**config.mk**
```make
export PLATFORM = sky130hd
export DESIGN_NAME = tcp_connection_state_firewall
export DESIGN_NICKNAME = d
export VERILOG_FILES = /design/src/tcpfw_pkg.sv /design/src/tcp_connection_state_firewall.sv /design/src/tcpfw_state_mem.sv
export SDC_FILE = /design/constraint.sdc
export NUM_CORES = 2
export LEC_CHECK = 0
export ABC_CLOCK_PERIOD_IN_PS = 33500
export BUFFER_PORTS_ARGS = -buffer_cell sky130_fd_sc_hd__buf_2
export CAP_MARGIN = 20
export CORE_MARGIN = 2
export CORE_UTILIZATION = 42
export DETAILED_ROUTE_END_ITERATION = 10
export SLEW_MARGIN = 25
export SYNTH_ARGS = -nofsm -noshare
export SYNTH_HDL_FRONTEND = slang
export SYNTH_SLANG_ARGS = --single-unit
```
**constraint.sdc**
```tcl
create_clock -name i_clk -period 33.5 [get_ports i_clk]
set_clock_uncertainty 0.2 [all_clocks]
set_input_delay 1.675 -clock i_clk [delete_from_list [all_inputs] [get_ports i_clk]]
set_output_delay 1.675 -clock i_clk [all_outputs]
set_load 0.005 [all_outputs]
```
**src/tcpfw_pkg.sv**
```systemverilog
// Package with the shared types and constants of the TCP connection state firewall.
`default_nettype none

package tcpfw_pkg;

    localparam int ID_W          = 10;
    localparam int PROTO_W       = 8;
    localparam int NUM_CONNS_DEF = 1024;

    localparam logic [PROTO_W-1:0] PROTO_TCP = '0;

    typedef enum logic [1:0] {
        CS_NULL = 2'd0,
        CS_NEW  = 2'd1,
        CS_EST  = 2'd2,
        CS_INV  = 2'd3
    } t_conn_state;

    typedef enum logic [1:0] {
        CTL_CLEAR = 2'b01,
        CTL_RUN   = 2'b10
    } t_ctl_state;

    typedef struct packed {
        logic [ID_W-1:0]    conn_id;
        logic [PROTO_W-1:0] proto;
        logic               syn_flag;
        logic               ack_flag;
        logic               fin_flag;
        logic               from_client;
        logic               timeout_mark;
        logic               dropped_in;
    } t_pkt_in;

    typedef struct packed {
        logic [ID_W-1:0] conn_id_out;
        logic            dropped;
        t_conn_state     state_after;
    } t_pkt_out;

endpackage

`default_nettype wire

```
**src/tcp_connection_state_firewall.sv**
```systemverilog
// Top level of the TCP connection state firewall: lookup stage, decision stage and result register.
// The block takes one packet beat per clock while o_ready is high. An accepted beat is registered
// in the decision stage with its table read, and its result moves into the result register when
// that register is free or being taken. Each beat does a single read-modify-write of the state
// table, with the last write forwarded. After reset the table is cleared one entry per cycle, so
// the input stays not ready until the clearing sweep has finished. Connection indexes at or above
// NUM_CONNS are reduced modulo NUM_CONNS to pick the entry; the result echoes the unreduced index.
`default_nettype none

module tcp_connection_state_firewall
    import tcpfw_pkg::*;
#(
    parameter int NUM_CONNS = NUM_CONNS_DEF
) (
    input  wire logic i_clk,
    input  wire logic i_rst_n,
    input  wire logic i_valid,
    output logic      o_ready,
    input  t_pkt_in   i_pkt,
    output logic      o_valid,
    input  wire logic i_ready,
    output t_pkt_out  o_pkt
);

    localparam int IDX_W    = $clog2(NUM_CONNS);
    localparam int RECIP_S  = ID_W + IDX_W;
    localparam int RECIP_MW = ID_W + 2;
    localparam int PROD_W   = ID_W + RECIP_MW;
    localparam logic [RECIP_MW-1:0] RECIP_M =
        RECIP_MW'(((longint'(1) << RECIP_S) + longint'(NUM_CONNS) - longint'(1))
                  / longint'(NUM_CONNS));

    logic              accept;
    logic              s1_adv;
    logic              mem_busy;
    logic [PROD_W-1:0] recip_prod;
    logic [ID_W-1:0]   quot;
    logic [ID_W-1:0]   rem;
    logic [IDX_W-1:0]  rd_idx;
    t_conn_state       rd_state;
    t_conn_state       cur_state;
    t_conn_state       nxt_state;
    logic              drop;

    logic             r_s1_valid;
    t_pkt_in          r_s1_pkt;
    logic [IDX_W-1:0] r_s1_idx;
    logic             r_s1_fw_hit;
    t_conn_state      r_s1_fw_state;
    logic             r_out_valid;
    t_pkt_out         r_out_pkt;

    // The entry index is the connection index modulo the table depth, taken through a
    // multiply by the reciprocal of the depth.
    assign recip_prod = PROD_W'(i_pkt.conn_id) * PROD_W'(RECIP_M);
    assign quot       = ID_W'(recip_prod >> RECIP_S);
    assign rem        = i_pkt.conn_id - ID_W'(quot * NUM_CONNS);

    assign rd_idx  = IDX_W'(rem);
    assign s1_adv  = r_s1_valid && (!r_out_valid || i_ready);
    assign o_ready = !mem_busy && (!r_s1_valid || s1_adv);
    assign accept  = i_valid && o_ready;

    tcpfw_state_mem #(
        .NUM_CONNS (NUM_CONNS),
        .IDX_W     (IDX_W)
    ) u_state_mem (
        .i_clk      (i_clk),
        .i_rst_n    (i_rst_n),
        .i_rd_en    (accept),
        .i_rd_idx   (rd_idx),
        .o_rd_state (rd_state),
        .i_wr_en    (s1_adv),
        .i_wr_idx   (r_s1_idx),
        .i_wr_state (nxt_state),
        .o_busy     (mem_busy)
    );

    assign cur_state = r_s1_fw_hit ? r_s1_fw_state : rd_state;

    always_comb begin
        nxt_state = cur_state;
        drop      = r_s1_pkt.dropped_in;
        case (cur_state)
            CS_NULL: begin
                if (r_s1_pkt.proto != PROTO_TCP) begin
                    nxt_state = CS_NULL;
                end else if (r_s1_pkt.syn_flag && !r_s1_pkt.ack_flag
                             && r_s1_pkt.from_client) begin
                    nxt_state = CS_NEW;
                end else begin
                    nxt_state = CS_INV;
                    drop      = 1'b1;
                end
            end
            CS_NEW: begin
                if (r_s1_pkt.syn_flag && r_s1_pkt.ack_flag && !r_s1_pkt.from_client) begin
                    nxt_state = CS_EST;
                end else if (r_s1_pkt.timeout_mark) begin
                    nxt_state = CS_NULL;
                end else begin
                    nxt_state = CS_INV;
                    drop      = 1'b1;
                end
            end
            CS_EST: begin
                if (r_s1_pkt.fin_flag || r_s1_pkt.timeout_mark) begin
                    nxt_state = CS_NULL;
                end
            end
            default: begin
                if (r_s1_pkt.timeout_mark) begin
                    nxt_state = CS_NULL;
                end else begin
                    drop = 1'b1;
                end
            end
        endcase
    end

    always_ff @(posedge i_clk) begin
        if (!i_rst_n) begin
            r_s1_valid  <= 1'b0;
            r_out_valid <= 1'b0;
        end else begin
            if (accept) begin
                r_s1_valid <= 1'b1;
            end else if (s1_adv) begin
                r_s1_valid <= 1'b0;
            end
            if (s1_adv) begin
                r_out_valid <= 1'b1;
            end else if (i_ready) begin
                r_out_valid <= 1'b0;
            end
        end
    end

    always_ff @(posedge i_clk) begin
        if (accept) begin
            r_s1_pkt      <= i_pkt;
            r_s1_idx      <= rd_idx;
            r_s1_fw_hit   <= s1_adv && (r_s1_idx == rd_idx);
            r_s1_fw_state <= nxt_state;
        end
        if (s1_adv) begin
            r_out_pkt.conn_id_out <= r_s1_pkt.conn_id;
            r_out_pkt.dropped     <= drop;
            r_out_pkt.state_after <= nxt_state;
        end
    end

    assign o_valid = r_out_valid;
    assign o_pkt   = r_out_pkt;

    a_accept_fills_stage: assert property (@(posedge i_clk) disable iff (!i_rst_n)
        accept |=> r_s1_valid)
        else $error("Accepted beat did not reach the decision stage.");

    a_invalid_drops: assert property (@(posedge i_clk) disable iff (!i_rst_n)
        (r_out_valid && (r_out_pkt.state_after == CS_INV)) |-> r_out_pkt.dropped)
        else $error("Result in the invalid state was not dropped.");

    a_no_work_while_clearing: assert property (@(posedge i_clk) disable iff (!i_rst_n)
        mem_busy |-> (!o_ready && !r_s1_valid))
        else $error("Table access while the clearing sweep runs.");

    a_stage_advances: assert property (@(posedge i_clk) disable iff (!i_rst_n)
        s1_adv |=> r_out_valid)
        else $error("Decision stage advanced without a result.");

endmodule

`default_nettype wire

```
**src/tcpfw_state_mem.sv**
```systemverilog
// Connection state table with one read port, one write port and a clearing sweep after reset.
`default_nettype none

module tcpfw_state_mem
    import tcpfw_pkg::*;
#(
    parameter int NUM_CONNS = NUM_CONNS_DEF,
    parameter int IDX_W     = $clog2(NUM_CONNS)
) (
    input  wire logic             i_clk,
    input  wire logic             i_rst_n,
    input  wire logic             i_rd_en,
    input  wire logic [IDX_W-1:0] i_rd_idx,
    output t_conn_state           o_rd_state,
    input  wire logic             i_wr_en,
    input  wire logic [IDX_W-1:0] i_wr_idx,
    input  t_conn_state           i_wr_state,
    output logic                  o_busy
);

    t_conn_state      r_mem [NUM_CONNS];
    t_conn_state      r_rd_state;
    t_ctl_state       r_ctl;
    t_ctl_state       n_ctl;
    logic [IDX_W-1:0] r_clr_addr;
    logic [IDX_W-1:0] n_clr_addr;
    logic             clr_last;

    assign clr_last = (r_clr_addr == IDX_W'(NUM_CONNS - 1));

    always_comb begin
        n_ctl      = r_ctl;
        n_clr_addr = r_clr_addr;
        case (r_ctl)
            CTL_CLEAR: begin
                n_clr_addr = r_clr_addr + 1'b1;
                if (clr_last) begin
                    n_ctl = CTL_RUN;
                end
            end
            CTL_RUN: begin
                n_clr_addr = '0;
            end
            default: begin
                n_ctl      = CTL_CLEAR;
                n_clr_addr = '0;
            end
        endcase
    end

    always_ff @(posedge i_clk) begin
        if (!i_rst_n) begin
            r_ctl      <= CTL_CLEAR;
            r_clr_addr <= '0;
        end else begin
            r_ctl      <= n_ctl;
            r_clr_addr <= n_clr_addr;
        end
    end

    always_ff @(posedge i_clk) begin
        if (r_ctl == CTL_CLEAR) begin
            r_mem[r_clr_addr] <= CS_NULL;
        end else if (i_wr_en) begin
            r_mem[i_wr_idx] <= i_wr_state;
        end
        if (i_rd_en) begin
            r_rd_state <= r_mem[i_rd_idx];
        end
    end

    assign o_rd_state = r_rd_state;
    assign o_busy     = (r_ctl != CTL_RUN);

endmodule

`default_nettype wire
```
==> summary.txt <==
Run status
  – Outcome: completed

Timing
  – Slew Limit Headroom: 0.271
  – Finish-stage setup viols: 0
  – Final period util: 0.213
  – Worst setup margin: 26,380 ps
  – Slew Limit Fails: 0
  – Final Critical Period: 7120 ps
  – Max frequency: 0.140 GHz
  – Setup TNS: 0 ps
  – Fin. Hold Viols: 0
  – Unrepaired setup endpoints after global routing: false
  – Slew @ Worst Pin: 1090 ps

Clock tree
  – Max Buffers Root-to-Sink: 3
  – Root Driver: clkbuf_16
  – Clock H-tree levels: 4
  – Post-CTS setup buffer count: 0
  – Sink Count: 2,104
  – CTS tree: built
  – # hold bufs at CTS: 0
  – Cts bufs inserted: 208
  – Clock-pin slew of the registers on the worst-case setup and hold paths: 60 ps
  – Post_cts resized: 0
  – Worst skew pair latency: 840 ps

Placed design
  – GP Congestion: 0.818
  – Worst Setup Slack post-DPL: 25,370 ps
  – Input/output buffers: 42
  – DPL Wire Length: 133 mm
  – Cell total after placement: 7,473
  – Placed Area: 88,900 µm²

Finish
  – Most frequent cells in the layout: edfxtp_1 (2,090), nor2_1 (1,057), mux4_2 (402)
  – Share of layout cells above drive strength 1: 0.188
  – Area grow syn2layout: 11.3%
  – Final cell count without fillers: 7,869
  – Commonest non-fill, non-tap cell in the layout: edfxtp_1
  – Design area: 95,700 µm²
  – Final #Nets: 5,026
  – # fillers: 17,300

Hold path
  – Worst Hold Class: flip-flop to flip-flop
  – Hold Path Stages: 1

Critical path
  – Slowest stage delay, CP: 790 ps
  – Reg-to-reg slack, setup: 26,970 ps
  – Element type at the critical path end: flip-flop
  – WS Path Type: input pin to flip-flop
  – CP Launch Type: input pin
  – Worst EP required: 33,880 ps
  – Slowest stage cell, crit path: buf_4
  – R2R depth: 10
  – Crit Path Max Fanout: 54
  – Critical-path cell list: buf_8 > buf_4 > buf_4 > buf_4 > buf_4 > mux4_2 > a22o_1 > a221oi_1 > o22ai_1 > nor3_1 > a211oi_1 > a2111o_1
  – Arr. time, crit path: 7500 ps
  – Critical Path Most Common Cell: buf_4

Die
  – Horiz. Die Dim: 457 µm
  – Full die area: 208,000 µm²
  – Initial Utilization: 0.421
  – Core area: 204,000 µm²
  – DIE HEIGHT: 457 µm
  – IO Pins: 43
  – Num rows: 166

Synth
  – Sequential element share of the synthesized area: 0.733
  – Largest area contributor in the netlist: edfxtp_1
  – Synth Area per Inst: 17.2 µm²
  – Netlist cell types: 69
  – Synthesized net count: 5,031
  – Share of the synthesized area in the top cell type: 0.730
  – Async SR Flop Fraction: 0
  – Synth Instances: 5,002
  – Synthesized area: 86,000 µm²
  – Register bit total from synthesis: 2,104
  – Syn. warnings: 0
  – Post-synth top flop: edfxtp_1
  – Area contributors post-synth: edfxtp_1 (73%), mux4_2 (11%), nor2_1 (4.6%), mux2i_1 (2.7%), clkbuf_1 (1.1%)
  – EDFF count, synth: 2,090

Power and ir drop
  – LEAKAGE: 24.6 nW
  – Pwr dens: 55.7 nW/µm²
  – Max VDD drop: 0.0569 mV

Detailed routing
  – Antenna-violating nets left: 0
  – Drt total wl: 242 mm
  – DRC Markers: 0
  – Iteration-0 DRC Markers: 5,898
  – Vias: 47,700
  – Via-per-instance ratio: 6.06
  – WL/cell: 30.8 µm
  – First drt pass iteration count: 6

GRT
  – GR Overflow Total: 0
  – Vias in the first global route: 47,600
  – Initial antenna violation count: 13
  – Largest net degree at the start of global routing: 207
  – Total GRT Usage: 0.229
  – First-pass GRT wire length: 344 mm

Flow run
  – Max_cap viols: 0
[synthesized netlist by cell type (4+ instances only)]
cell type and n:
buf_1 36, o211ai_1 6, a21oi_1 75, o21a_1 4, and3_1 11, xor2_1 10
nand4b_1 4, buf_2 29, dfxtp_1 14, buf_6 31, xnor2_1 7, nand2b_1 11
a22oi_1 63, inv_1 8, mux4_2 402, or3_1 11, nor2_1 1058, o21ai_0 37
o21ai_1 6, o221ai_1 78, buf_12 5, mux2i_1 228, nand2_1 133, clkbuf_1 244
mux2_2 14, a211oi_1 9, buf_8 12, or4_1 5, o22ai_1 53, and4_1 4
a2111oi_0 11, nor3_1 75, nand3_1 39, edfxtp_1 2090, nor4_1 12, mux4_1 24
and2_1 5, a22o_1 12, a31oi_1 11, a221oi_1 15, nor2b_1 16, nand4_1 10
buf_4 33
[layer usage]
| layer | vias up | share of wire | track usage |
|---|---|---|---|
| met5 | - | 0.00011 | 0 |
| met4 | 4 | 0.031 | 0.0729 |
| met3 | 359 | 0.090 | 0.0435 |
| met2 | 2431 | 0.48 | 0.369 |
| met1 | 25200 | 0.40 | 0.315 |
| li1 | 19700 | - | - |
[state kept, by name, indices dropped and copies added (netlist names)]
signal                  cells
o_pkt                      13
o_valid                     1
r_s1_fw_hit                 1
r_s1_fw_state               2
r_s1_idx                   10
r_s1_pkt                   14
r_s1_valid                  1
u_state_mem.o_rd_state      2
u_state_mem.r_clr_addr     10
u_state_mem.r_ctl           2
u_state_mem.r_mem        2048
[power breakdown]
| group | leakage, nW | internal (mW) | switching [mW] |
|---|---|---|---|
| sequential | 15.0 | 2.85 | 0.000661 |
| combinational | 6.31 | 0.0502 | 0.121 |
| clock | 3.28 | 1.31 | 1.00 |
[final cells by class]
cell class                 count  area [µm²]  share of cell area
sequential                  2104       63000               0.659
multi-input combinational   2494       21200               0.221
clock buffer                 255        5500              0.0574
tap                         2688        3360              0.0351
timing repair buffer         178        1380              0.0144
clock inverter               135        1220              0.0127
inverter                      11        43.8            0.000457
antenna                        4        10.0            0.000105
[cells by family (layout without fill, tap and decap cells)]
group	count (synthesis)	in the layout	share of synthesized area
and+or+nand+nor	1405	1405	0.0664
other	0	4	0
muxes	668	668	0.141
AOI/OAI and AO/OA	403	403	0.0329
buffers and inverters	404	579	0.0248
adders and majority gates	1	1	0.000145
xor gates and xnor gates	17	17	0.00173
DFF	2104	2104	0.733
[final timing paths]
path                        startpoint                         to
max reg2reg  u_state_mem.o_rd_state[0]  u_state_mem.r_mem[637][1]
min          u_state_mem.r_clr_addr[0]  u_state_mem.r_clr_addr[0]
min reg2reg  u_state_mem.r_clr_addr[0]  u_state_mem.r_clr_addr[0]
max                          i_pkt[14]  u_state_mem.o_rd_state[0]
[per-stage QoR]
step,utilization,hold WS (ps),total power [mW]
finish,0.469,299,5.33
detailed placement,0.436,290,3.08
global placement,0.435,285,3.08
global route,0.469,341,5.46
CTS,0.469,307,5.36
floorplan,-,253,3.01
[worst max-delay path, delay by kind of cell]
family | cells | cell delay (ps)
AO/OA/AOI/OAI | 5 | 1440
multiplexers | 1 | 600
AND/OR/NAND/NOR | 1 | 390
buffers and inverters | 5 | 3270
No activity file was read; power rests on OpenSTA's default activity.
